File: config.mk
export PLATFORM = sky130hd
export DESIGN_NAME = tga_rle_image_decoder
export DESIGN_NICKNAME = d
export VERILOG_FILES = /design/src/hdl/tga_pkg.sv /design/src/hdl/tga_rle_image_decoder.sv /design/src/hdl/tga_front.sv /design/src/hdl/tga_queue.sv /design/src/hdl/tga_back.sv
export VERILOG_INCLUDE_DIRS = /design/src /design/src/hdl
export SDC_FILE = /design/constraint.sdc
export NUM_CORES = 2
export LEC_CHECK = 0
export BUFFER_PORTS_ARGS = -buffer_cell sky130_fd_sc_hd__buf_2
export CAP_MARGIN = 10
export CORE_MARGIN = 4
export CORE_UTILIZATION = 30
export CTS_BUF_LIST = sky130_fd_sc_hd__clkbuf_4
export DETAILED_ROUTE_END_ITERATION = 7
export REMOVE_ABC_BUFFERS = 1
export SLEW_MARGIN = 20
export SYNTH_ARGS = -nofsm -noshare
export SYNTH_HDL_FRONTEND = slang
export SYNTH_HIERARCHICAL = 1
export SYNTH_SLANG_ARGS = --single-unit
File: constraint.sdc
create_clock -name clk_i -period 11.4 [get_ports clk_i]
set_input_delay 0 -clock clk_i [delete_from_list [all_inputs] [get_ports clk_i]]
set_output_delay 0 -clock clk_i [all_outputs]
set_load 0.01 [all_outputs]
File: src/hdl/tga_rle_image_decoder_defines.svh
// assertion macros for the decoder top file
`ifndef TGA_RLE_IMAGE_DECODER_DEFINES_SVH
`define TGA_RLE_IMAGE_DECODER_DEFINES_SVH

`ifndef ASSERT_OFF
// general form: explicit clock and active-low reset
`define TGA_ASSERT(name, clk, rstn, prop, msg) \
  name: assert property (@(posedge clk) disable iff (!rstn) (prop)) else $error(msg);
// usual form: the block clock and reset
`define TGA_ASSERT_CLK(name, prop, msg) \
  `TGA_ASSERT(name, clk_i, rst_ni, prop, msg)
`else
`define TGA_ASSERT(name, clk, rstn, prop, msg)
`define TGA_ASSERT_CLK(name, prop, msg)
`endif

`endif

File: src/hdl/tga_pkg.sv
package tga_pkg;

  // header layout
  localparam int unsigned HDR_LEN  = 18;
  localparam int unsigned HDR_KEEP = 17;

  localparam logic [7:0] TYPE_RAW = 8'd2;
  localparam logic [7:0] TYPE_RLE = 8'd10;
  localparam logic [7:0] DEPTH_24 = 8'd24;
  localparam logic [7:0] DEPTH_32 = 8'd32;

  // result kinds
  localparam logic [1:0] KIND_PIXEL  = 2'd0;
  localparam logic [1:0] KIND_HDR_OK = 2'd1;
  localparam logic [1:0] KIND_HDR_BAD = 2'd2;

  // header error codes
  localparam logic [1:0] ERR_NONE  = 2'd0;
  localparam logic [1:0] ERR_TYPE  = 2'd1;
  localparam logic [1:0] ERR_DEPTH = 2'd2;

  // command queue between front and back, depth a power of two
  localparam int unsigned QUEUE_DEPTH = 4;
  localparam int unsigned QPTR_W      = $clog2(QUEUE_DEPTH);

  typedef enum logic [2:0] {
    PH_IDLE,
    PH_HEADER,
    PH_SKIP,
    PH_PACKET,
    PH_PIXEL
  } phase_e;

  // one command: a header report or a pixel repeated count times
  typedef struct packed {
    logic [1:0]  kind;
    logic [1:0]  err;
    logic [15:0] img_width;
    logic [15:0] img_height;
    logic [5:0]  pix_bits;
    logic [31:0] pixel;
    logic [7:0]  count;
    logic        done;
  } cmd_t;

endpackage

File: src/hdl/tga_rle_image_decoder.sv
// one file byte is taken per cycle while the command queue has room
// a byte that completes a header or a pixel queues a command; the back end registers it
// and then its words, one per cycle while the reader pops, so a run of n pixels gives
// ceil(n/2) words, and the four-entry command queue sets when input stalls
// reset clears parser phase, counters, queue pointers and output valid; no clearing pass
`include "tga_rle_image_decoder_defines.svh"

module tga_rle_image_decoder (
  input  logic        clk_i,
  input  logic        rst_ni,
  input  logic        push,
  output logic        full,
  input  logic [7:0]  data_byte_i,
  input  logic        frame_start_i,
  input  logic        pop,
  output logic        empty,
  output logic [1:0]  result_kind_o,
  output logic [1:0]  error_code_o,
  output logic [15:0] image_width_o,
  output logic [15:0] image_height_o,
  output logic [5:0]  pixel_bits_o,
  output logic [31:0] pixel_first_o,
  output logic [31:0] pixel_second_o,
  output logic        second_valid_o,
  output logic        run_last_o,
  output logic        image_done_o
);

  tga_pkg::cmd_t q_in, q_out;
  logic q_push, q_full, q_pop, q_empty;

  assign full = q_full;

  // byte parser
  tga_front u_front (
    .clk_i         (clk_i),
    .rst_ni        (rst_ni),
    .push_i        (push),
    .data_byte_i   (data_byte_i),
    .frame_start_i (frame_start_i),
    .cmd_full_i    (q_full),
    .cmd_push_o    (q_push),
    .cmd_o         (q_in)
  );

  // command queue
  tga_queue u_queue (
    .clk_i   (clk_i),
    .rst_ni  (rst_ni),
    .push_i  (q_push),
    .data_i  (q_in),
    .full_o  (q_full),
    .pop_i   (q_pop),
    .data_o  (q_out),
    .empty_o (q_empty)
  );

  // result expansion
  tga_back u_back (
    .clk_i          (clk_i),
    .rst_ni         (rst_ni),
    .cmd_i          (q_out),
    .cmd_empty_i    (q_empty),
    .cmd_pop_o      (q_pop),
    .pop            (pop),
    .empty          (empty),
    .result_kind_o  (result_kind_o),
    .error_code_o   (error_code_o),
    .image_width_o  (image_width_o),
    .image_height_o (image_height_o),
    .pixel_bits_o   (pixel_bits_o),
    .pixel_first_o  (pixel_first_o),
    .pixel_second_o (pixel_second_o),
    .second_valid_o (second_valid_o),
    .run_last_o     (run_last_o),
    .image_done_o   (image_done_o)
  );

  // checks
  `TGA_ASSERT_CLK(a_no_push_full, q_push |-> !q_full, "command pushed into a full queue")
  `TGA_ASSERT_CLK(a_done_is_last, (!empty && image_done_o) |-> run_last_o, "image end not on last word")
  `TGA_ASSERT_CLK(a_pair_is_pixel, (!empty && second_valid_o) |-> (result_kind_o == tga_pkg::KIND_PIXEL), "pixel pair on header word")
  `TGA_ASSERT_CLK(a_hdr_single, (!empty && result_kind_o != tga_pkg::KIND_PIXEL) |-> (run_last_o && !image_done_o), "header word not single")

endmodule

File: src/hdl/tga_front.sv
module tga_front (
  input  logic          clk_i,
  input  logic          rst_ni,
  input  logic          push_i,
  input  logic [7:0]    data_byte_i,
  input  logic          frame_start_i,
  input  logic          cmd_full_i,
  output logic          cmd_push_o,
  output tga_pkg::cmd_t cmd_o
);

  tga_pkg::phase_e phase_q, phase_d;
  logic [4:0]  hcnt_q, hcnt_d;
  logic [7:0]  hdr_q [tga_pkg::HDR_KEEP];
  logic [21:0] skip_q, skip_d;
  logic        rle_q, rle_d;
  logic [2:0]  bpp_q, bpp_d;
  logic [7:0]  pkt_left_q, pkt_left_d;
  logic        pkt_run_q, pkt_run_d;
  logic [1:0]  bip_q, bip_d;
  logic [31:0] acc_q, acc_d;
  logic [31:0] pix_left_q, pix_left_d;

  logic        accept;
  logic        hdr_we;

  // header fields read at fixed places
  logic [15:0] hdr_w, hdr_h, cmap_len;
  logic [7:0]  htype, hdepth;
  logic [1:0]  herr;
  logic [31:0] pix_total;
  logic [20:0] cmap_bytes;
  logic [21:0] skip_total;
  logic        skip_zero, new_rle;

  // pixel assembly and run clamp
  logic [31:0] acc_new;
  logic        is_run, run_done;
  logic [7:0]  run_n, px_n;

  assign accept = push_i & ~cmd_full_i;
  assign hdr_we = accept & (frame_start_i | ((phase_q == tga_pkg::PH_HEADER) &
                  (hcnt_q != 5'(tga_pkg::HDR_KEEP))));

  assign hdr_w    = {hdr_q[13], hdr_q[12]};
  assign hdr_h    = {hdr_q[15], hdr_q[14]};
  assign cmap_len = {hdr_q[6], hdr_q[5]};
  assign htype    = hdr_q[2];
  assign hdepth   = hdr_q[16];

  assign herr = (htype != tga_pkg::TYPE_RAW && htype != tga_pkg::TYPE_RLE) ? tga_pkg::ERR_TYPE :
                (hdepth != tga_pkg::DEPTH_24 && hdepth != tga_pkg::DEPTH_32) ?
                tga_pkg::ERR_DEPTH : tga_pkg::ERR_NONE;

  // image size and bytes to skip before the pixel data
  assign pix_total  = hdr_w * hdr_h;
  assign cmap_bytes = cmap_len * hdr_q[7][7:3];
  assign skip_total = {14'd0, hdr_q[0]} + {1'b0, cmap_bytes};
  assign skip_zero  = (hdr_q[0] == 8'd0) & ((cmap_len == 16'd0) | (hdr_q[7][7:3] == 5'd0));
  assign new_rle    = (htype == tga_pkg::TYPE_RLE);

  assign acc_new  = acc_q | ({24'd0, data_byte_i} << {bip_q, 3'b000});
  assign is_run   = rle_q & pkt_run_q;
  assign run_done = (pix_left_q <= {24'd0, pkt_left_q});
  assign run_n    = run_done ? pix_left_q[7:0] : pkt_left_q;
  assign px_n     = is_run ? run_n : 8'd1;

  // phase register and parser state
  always_ff @(posedge clk_i or negedge rst_ni) begin
    if (!rst_ni) begin
      phase_q    <= tga_pkg::PH_IDLE;
      hcnt_q     <= 5'd0;
      skip_q     <= 22'd0;
      rle_q      <= 1'b0;
      bpp_q      <= 3'd0;
      pkt_left_q <= 8'd0;
      pkt_run_q  <= 1'b0;
      bip_q      <= 2'd0;
      acc_q      <= 32'd0;
      pix_left_q <= 32'd0;
    end else begin
      phase_q    <= phase_d;
      hcnt_q     <= hcnt_d;
      skip_q     <= skip_d;
      rle_q      <= rle_d;
      bpp_q      <= bpp_d;
      pkt_left_q <= pkt_left_d;
      pkt_run_q  <= pkt_run_d;
      bip_q      <= bip_d;
      acc_q      <= acc_d;
      pix_left_q <= pix_left_d;
    end
  end

  // header byte store, written at the header count
  always_ff @(posedge clk_i) begin
    if (hdr_we) begin
      hdr_q[frame_start_i ? 5'd0 : hcnt_q] <= data_byte_i;
    end
  end

  // next state and command generation
  always_comb begin
    phase_d    = phase_q;
    hcnt_d     = hcnt_q;
    skip_d     = skip_q;
    rle_d      = rle_q;
    bpp_d      = bpp_q;
    pkt_left_d = pkt_left_q;
    pkt_run_d  = pkt_run_q;
    bip_d      = bip_q;
    acc_d      = acc_q;
    pix_left_d = pix_left_q;
    cmd_push_o = 1'b0;
    cmd_o      = '0;
    cmd_o.count = 8'd1;

    if (accept) begin
      if (frame_start_i) begin
        hcnt_d  = 5'd1;
        phase_d = tga_pkg::PH_HEADER;
      end else begin
        unique case (phase_q)
          tga_pkg::PH_HEADER: begin
            hcnt_d = hcnt_q + 5'd1;
            if (hcnt_q == 5'(tga_pkg::HDR_LEN - 1)) begin
              cmd_push_o       = 1'b1;
              cmd_o.kind       = (herr != tga_pkg::ERR_NONE) ? tga_pkg::KIND_HDR_BAD :
                                 tga_pkg::KIND_HDR_OK;
              cmd_o.err        = herr;
              cmd_o.img_width  = hdr_w;
              cmd_o.img_height = hdr_h;
              cmd_o.pix_bits   = hdepth[5:0];
              if (herr != tga_pkg::ERR_NONE) begin
                phase_d = tga_pkg::PH_IDLE;
              end else begin
                rle_d      = new_rle;
                bpp_d      = hdepth[5:3];
                pix_left_d = pix_total;
                skip_d     = skip_total;
                bip_d      = 2'd0;
                acc_d      = 32'd0;
                if (hdr_w == 16'd0 || hdr_h == 16'd0) begin
                  phase_d = tga_pkg::PH_IDLE;
                end else if (!skip_zero) begin
                  phase_d = tga_pkg::PH_SKIP;
                end else begin
                  phase_d = new_rle ? tga_pkg::PH_PACKET : tga_pkg::PH_PIXEL;
                end
              end
            end
          end
          tga_pkg::PH_SKIP: begin
            skip_d = skip_q - 22'd1;
            if (skip_q == 22'd1) begin
              phase_d = rle_q ? tga_pkg::PH_PACKET : tga_pkg::PH_PIXEL;
              bip_d   = 2'd0;
              acc_d   = 32'd0;
            end
          end
          tga_pkg::PH_PACKET: begin
            pkt_run_d  = data_byte_i[7];
            pkt_left_d = {1'b0, data_byte_i[6:0]} + 8'd1;
            phase_d    = tga_pkg::PH_PIXEL;
            bip_d      = 2'd0;
            acc_d      = 32'd0;
          end
          tga_pkg::PH_PIXEL: begin
            if (({1'b0, bip_q} + 3'd1) < bpp_q) begin
              bip_d = bip_q + 2'd1;
              acc_d = acc_new;
            end else begin
              bip_d        = 2'd0;
              acc_d        = 32'd0;
              cmd_push_o   = 1'b1;
              cmd_o.kind   = tga_pkg::KIND_PIXEL;
              cmd_o.pixel  = acc_new;
              cmd_o.count  = px_n;
              cmd_o.done   = is_run ? run_done : (pix_left_q == 32'd1);
              pix_left_d   = pix_left_q - {24'd0, px_n};
              if (is_run) begin
                pkt_left_d = 8'd0;
              end else if (rle_q && pkt_left_q != 8'd0) begin
                pkt_left_d = pkt_left_q - 8'd1;
              end
              if (cmd_o.done) begin
                phase_d = tga_pkg::PH_IDLE;
              end else if (rle_q && pkt_left_d == 8'd0) begin
                phase_d = tga_pkg::PH_PACKET;
              end
            end
          end
          default: begin
            phase_d = phase_q;
          end
        endcase
      end
    end
  end

endmodule

File: src/hdl/tga_queue.sv
module tga_queue (
  input  logic          clk_i,
  input  logic          rst_ni,
  input  logic          push_i,
  input  tga_pkg::cmd_t data_i,
  output logic          full_o,
  input  logic          pop_i,
  output tga_pkg::cmd_t data_o,
  output logic          empty_o
);

  tga_pkg::cmd_t mem_q [tga_pkg::QUEUE_DEPTH];
  logic [tga_pkg::QPTR_W-1:0] wr_ptr_q, rd_ptr_q;
  logic [tga_pkg::QPTR_W:0]   cnt_q;
  logic do_push, do_pop;

  assign full_o  = (cnt_q == (tga_pkg::QPTR_W + 1)'(tga_pkg::QUEUE_DEPTH));
  assign empty_o = (cnt_q == '0);
  assign do_push = push_i & ~full_o;
  assign do_pop  = pop_i & ~empty_o;
  assign data_o  = mem_q[rd_ptr_q];

  // pointers and fill count
  always_ff @(posedge clk_i or negedge rst_ni) begin
    if (!rst_ni) begin
      wr_ptr_q <= '0;
      rd_ptr_q <= '0;
      cnt_q    <= '0;
    end else begin
      if (do_push) begin
        wr_ptr_q <= wr_ptr_q + 1'b1;
      end
      if (do_pop) begin
        rd_ptr_q <= rd_ptr_q + 1'b1;
      end
      if (do_push && !do_pop) begin
        cnt_q <= cnt_q + 1'b1;
      end else if (do_pop && !do_push) begin
        cnt_q <= cnt_q - 1'b1;
      end
    end
  end

  // command storage
  always_ff @(posedge clk_i) begin
    if (do_push) begin
      mem_q[wr_ptr_q] <= data_i;
    end
  end

endmodule

File: src/hdl/tga_back.sv
module tga_back (
  input  logic          clk_i,
  input  logic          rst_ni,
  input  tga_pkg::cmd_t cmd_i,
  input  logic          cmd_empty_i,
  output logic          cmd_pop_o,
  input  logic          pop,
  output logic          empty,
  output logic [1:0]    result_kind_o,
  output logic [1:0]    error_code_o,
  output logic [15:0]   image_width_o,
  output logic [15:0]   image_height_o,
  output logic [5:0]    pixel_bits_o,
  output logic [31:0]   pixel_first_o,
  output logic [31:0]   pixel_second_o,
  output logic          second_valid_o,
  output logic          run_last_o,
  output logic          image_done_o
);

  logic          act_v_q;
  tga_pkg::cmd_t act_q;
  logic [7:0]    rem_q;
  logic          out_v_q;

  logic two, last, out_load, act_free, pop_ok;

  // current result from the active command
  assign two      = (act_q.kind == tga_pkg::KIND_PIXEL) & (rem_q >= 8'd2);
  assign last     = (rem_q <= 8'd2);
  assign pop_ok   = pop & out_v_q;
  assign out_load = act_v_q & (~out_v_q | pop);
  assign act_free = ~act_v_q | (out_load & last);
  assign cmd_pop_o = act_free & ~cmd_empty_i;
  assign empty    = ~out_v_q;

  // active command and remaining pixel count
  always_ff @(posedge clk_i or negedge rst_ni) begin
    if (!rst_ni) begin
      act_v_q <= 1'b0;
    end else if (act_free) begin
      act_v_q <= ~cmd_empty_i;
    end
  end

  always_ff @(posedge clk_i) begin
    if (cmd_pop_o) begin
      act_q <= cmd_i;
      rem_q <= cmd_i.count;
    end else if (out_load) begin
      rem_q <= rem_q - (two ? 8'd2 : 8'd1);
    end
  end

  // output word register
  always_ff @(posedge clk_i or negedge rst_ni) begin
    if (!rst_ni) begin
      out_v_q <= 1'b0;
    end else if (out_load) begin
      out_v_q <= 1'b1;
    end else if (pop_ok) begin
      out_v_q <= 1'b0;
    end
  end

  always_ff @(posedge clk_i) begin
    if (out_load) begin
      result_kind_o  <= act_q.kind;
      error_code_o   <= act_q.err;
      image_width_o  <= act_q.img_width;
      image_height_o <= act_q.img_height;
      pixel_bits_o   <= act_q.pix_bits;
      pixel_first_o  <= act_q.pixel;
      pixel_second_o <= two ? act_q.pixel : 32'd0;
      second_valid_o <= two;
      run_last_o     <= last;
      image_done_o   <= last & act_q.done;
    end
  end

endmodule

* Word-level counts from Yosys, hierarchy flattened
Memory sizes are Yosys's and may differ from the RTL's. Index checks and enable logic that the tools add are counted.
Operators by class: add/subtract/negate cells 13, multipliers 2, magnitude comparators 4, eq/ne operators 22, shift-type cells 1, multiplexer cells 69, bitwise logic cells 24, reduce and logical (&&, ||, !) cells 36
Operators by type and width (number):
- $mux W32 | 7
- $mux W83 | 2
- $pmux W32 S4 | 1
- $mux W8 | 11
- $mux W41 | 2
- $pmux W32 S2 | 1
- $logic_not A16 Y1 | 3
- $mux W22 | 2
- $pmux W22 S2 | 1
- $mux W42 | 1
- $mux W40 | 1
- $mux W3 | 13
- $eq A32 B1 Y1 const B | 1
- $le A32 B8 Y1 | 1
- $mul A16 B16 Y32 | 1
- $or A32 B32 Y32 | 1
- $shl A8 B5 Y32 | 1
- $sub A32 B8 Y32 | 1
- $add A8 B21 Y22 | 1
- $eq A22 B1 Y1 const B | 1
- $sub A22 B1 Y22 const B | 1
- $mul A16 B5 Y21 | 1
- $mux W2 | 9
- $reduce_and A6 Y1 | 3
- 50 further kinds | 104
Word-level totals: bits in registers 310, bits in writable memories 468, word-level logic and storage cells 206, memories kept 2
Memories:
- u_queue.mem_q | words 4, width 83, rd ports 1, clocked after Yosys merged registers in 0, wr ports 1, RTL line tga_queue.sv:12 | tga_pkg::cmd_t mem_q [tga_pkg::QUEUE_DEPTH];
- u_front.hdr_q | words 17, width 8, rd ports 10, clocked after Yosys merged registers in 0, wr ports 1, RTL line tga_front.sv:14 | logic [7:0] hdr_q [tga_pkg::HDR_KEEP];

* Logic depth before layout (Yosys ltp)
word-level depth 15, mapped depth 23, gate-level depth less buffers 22

* Cells and area by module
The synthesis kept the hierarchy.
By module, submodules not included:
- tga_front | times used 1, cells an instance 2388, area an instance 21050.2 sq um, sequential area each 5039.8 sq um
- tga_queue | times used 1, cells an instance 470, area an instance 12450.7 sq um, sequential area each 10144.7 sq um
- tga_back | times used 1, cells an instance 283, area an instance 6389.9 sq um, sequential area each 5815.6 sq um

* Least setup slack after synthesis
Ideal clock, no wire load.
path type register -> register, start point memory u_front.hdr_q[15][0], end point register u_front.pix_left_q[29], data arrival time 5.924 ns, setup slack 5.407 ns, stages on the path, launching flop included 24, path through edfxtp_1 -> clkbuf_1 -> clkbuf_1 -> nand2_1 -> fa_1 -> inv_1 -> fa_1 -> inv_1 -> fa_1 -> inv_1 -> fa_1 -> fa_1 -> inv_1 -> fa_1 -> inv_1 -> ha_1 -> and4_1 -> and2_1 -> a22oi_1 -> o31ai_1 -> a41oi_1 -> o21ai_0 -> or3_1 -> nand3_1
RTL lines:
- from (decl) | RTL line tga_front.sv:14
- to (signal assigned) | RTL line tga_front.sv:91 | pix_left_q <= pix_left_d;
- to (decl) | RTL line tga_front.sv:22 | logic [31:0] pix_left_q, pix_left_d;

==> metrics.txt <==
status=complete, no violations; routability congestion estimate=0.830; via count=24,831; Synth Flop Type=edfxtp_1; most common cell after layout, fill and taps aside=edfxtp_1; async set-or-reset flop fraction in the synthesized netlist=0.164; xor/xnor share of the synthesized area=0.0141; Slew HR=0.295; hold bufs inserted after CTS=28; minimum clock period=6.53 ns; CTS HTree Levels=4; setup repair bufs after CTS=0; Most common cell on crit path=fa_1; Critical Path RT=12.31 ns; number of global-route vias before repair=25,412; clock-pin transition on the worst setup and hold timing paths=0.07 ns; Synth Area in Compound Gates=0.0698; CTS Buffer Depth=3; Synth Warn #=6; Worst Skew=0.0679 ns; CP Launch Type=flip-flop; Worst Setup Path Type=reg2reg; synth top area cells=edfxtp_1, fa_1, dfrtp_1; area growth from synthesis to layout=12.1%; IO Pins=124; Final Cycle Share=0.573; largest family of logic cells by synthesized area=adder cells; FF-to-FF path depth=20; simple-gate portion of the synthesized area=0.116; antenna violations before repair=4; Slew Limit Fails=0; DR iter-0 viols=1,889; fraction of layout cells with a size suffix above 1=0.153; vias per inst=4.75; Fin. Hold Viols=0; Die Y=373 um; DR WL/cell=17.1 um; clk_lat worst skew=1.06 ns; Final ANT Viol Nets=0; Final setup viols=0; Core Region=132,000 um2; sequential share of the synthesized area=0.526; final design utilization=0.339; post-synthesis mux area share=0.0480; met3 GRT Util=0.0240; Reg area=21,000 um2; largest net degree at the start of global routing=70; multi-input logic area=17,100 um2; gr busiest metal=met2; Cells after Synth=3,141; Mapped Area=39,900 um2; area leader, netlist=edfxtp_1; Rows=133; total routed wirelength=89,600 um; Fin Setup TNS=0 ns; GRT overflow=0; Mapped Avg Cell Area=12.7 um2; unrepaired setup endpoints after global routing=no; Synth Area in Adders=0.179; Worst Hold Path Cells=2; Highest Clock Rate=153 MHz; Distinct cells, synth=79; GRT Total Usage=0.129; hold crit path type=in2reg; IO buf count=123; CTS sink cnt=719; starting density of the core=0.303; Root Driver=clkbuf_4; Yosys reg bits=719; Synth top area share=0.452; slowest stage delay, CP=0.67 ns; CTS tree=yes; drt drc=0; internal reg-to-reg setup slack=4.87 ns; CP Capture Type=flip-flop; static leakage=18.0 nW; nets=3,791; first-pass GRT wire length=144,000 um; total CTS buffers=169; Fill cells=13,071; Resized cells post-CTS=0; die area=139,000 um2; actual slew at the worst max-slew pin=1.05 ns; Pre-antenna DRT Iters=6; P per Cell Area=144 nW/um2; maximum fanout along the worst path=18; arrival time worst endpoint=7.44 ns; most frequent cells in the layout=edfxtp_1, inv_1, nand2_1; Worst path slowest cell=edfxtp_1; Die X=373 um; GR met2 Demand/Resource=0.221; dpl hpwl=60,700 um; Worst VDD drop=91.1 uV; Global Route met1 Usage=0.165; CP cell instances=and2_1, fa_1, inv_1, fa_1, inv_1, ha_1, fa_1, fa_1, inv_1, fa_1, inv_1, ha_1, a2111oi_0, o21ai_0, a211oi_1, a211oi_1, o21ai_0, o21ai_0, xnor2_1, o221ai_1; Post-synth EDFFs=601; max-cap violation count=0
-- where the power goes --
| part | internal [W] | leakage, nW | total, W | switching, W |
|---|---|---|---|---|
| registers | 0.00299 | 7.61 | 0.00313 | 0.000141 |
| clock network | 0.000990 | 1.22 | 0.00201 | 0.00102 |
| logic | 0.000563 | 9.20 | 0.00129 | 0.000723 |
-- logic make-up (layout without fill, tap and decap cells) --
logic type                 count (synthesis)  count (layout)
AOI/OAI and AO/OA                        456             456
xor gates and xnor gates                  64              64
adders and majority gates                424             424
buffers and inverters                    454             785
DFF                                      719             719
muxes                                     87              87
other                                      0               4
and+or+nand+nor                          937             937
-- through the flow --
stage / cells / hold WS, ns / instance area, um2 / setup WS [ns] / total power [W]
3_3_place_gp: 4910 / -0.0478 / 42300 / 4.98 / 0.00446
3_5_place_dp: 4910 / -0.0392 / 42300 / 4.88 / 0.00447
5_1_grt: 5231 / 0.0244 / 44700 / 4.38 / 0.00684
4_1_cts: 5227 / 0.00246 / 44700 / 4.87 / 0.00654
2_1_floorplan: 3004 / -0.296 / 39200 / 5.60 / 0.00414
6_report: 5231 / 0.158 / 44700 / 4.87 / 0.00642
-- registers in the layout, indices dropped and copies added (netlist names), 3 cells and up --
name / count
u_front/acc_q: 32
u_front/phase_q: 3
u_queue/cnt_q: 3
u_back/act_q: 75
u_front/bpp_q: 3
u_front/pix_left_q: 32
u_back/image_width_o: 16
u_back/pixel_bits_o: 6
u_front/pkt_left_q: 8
u_back/pixel_first_o: 32
u_back/image_height_o: 16
u_back/pixel_second_o: 32
u_back/rem_q: 8
u_front/hcnt_q: 5
u_front/hdr_q: 77
u_front/skip_q: 22
u_queue/mem_q: 332
-- area by class of cell --
type                    count  share of cell area
diodes                      4            0.000224
clock buffers             229              0.0385
repair buffers            179              0.0250
clock inverters            60             0.00803
well taps                1755              0.0491
inverters                 317              0.0266
flip-flops and latches    719               0.470
multi-input cells        1968               0.382
-- Yosys cell counts (4+ instances only) --
cell	count
a221oi_1	4
a21oi_1	178
nor2b_1	12
a211oi_1	21
nand3_1	37
ha_1	177
a21o_1	25
o21a_1	5
fa_1	247
o22ai_1	13
a311oi_1	4
mux2_2	4
o21ai_0	107
nor2_1	207
nand3b_1	6
a22oi_1	15
mux4_2	83
o22a_1	5
nor3b_1	4
nand2_1	289
edfxtp_1	601
nand2b_1	19
or4_1	9
clkbuf_1	103
and2_1	238
dfrtp_1	118
inv_1	317
a211o_1	4
nor3_1	36
a31oi_1	14
nand4_1	16
xnor2_1	37
buf_1	10
nor4_1	26
buf_12	6
o2111ai_1	4
or3_1	13
and3_1	7
o21bai_1	5
xor2_1	27
buf_2	13
o221ai_1	4
o211ai_1	10
-- per-layer routing --
| metal | vias up | wire [um] |
|---|---|---|
| met3 | 141 | 4070 |
| met5 | - | 0 |
| met2 | 660 | 45000 |
| met4 | 0 | 2480 |
| met1 | 12514 | 38100 |
| li1 | 11516 | - |
-- critical path, delay by kind of cell, from the launching register on --
| family | cells | cell delay, ns |
|---|---|---|
| compound gates | 7 | 1.92 |
| xor+xnor | 1 | 0.17 |
| fa+ha+maj | 7 | 3.12 |
| buf+inv | 4 | 0.20 |
| flops | 1 | 0.67 |
| simple gates | 1 | 0.31 |
-- worst paths after layout --
check                                      from                      to
setup / recovery           u_front/hdr_q[12][4]  u_front/pix_left_q[30]
hold / removal                   data_byte_i[2]    u_front/hdr_q[13][2]
setup reg to reg           u_front/hdr_q[12][4]  u_front/pix_left_q[30]
hold reg to reg                u_back/act_q[80]  u_back/error_code_o[1]
max in group asynchronous                rst_ni       u_front/acc_q[18]
min in group asynchronous                rst_ni      u_front/skip_q[16]
No activity file was read; power rests on OpenSTA's default activity.
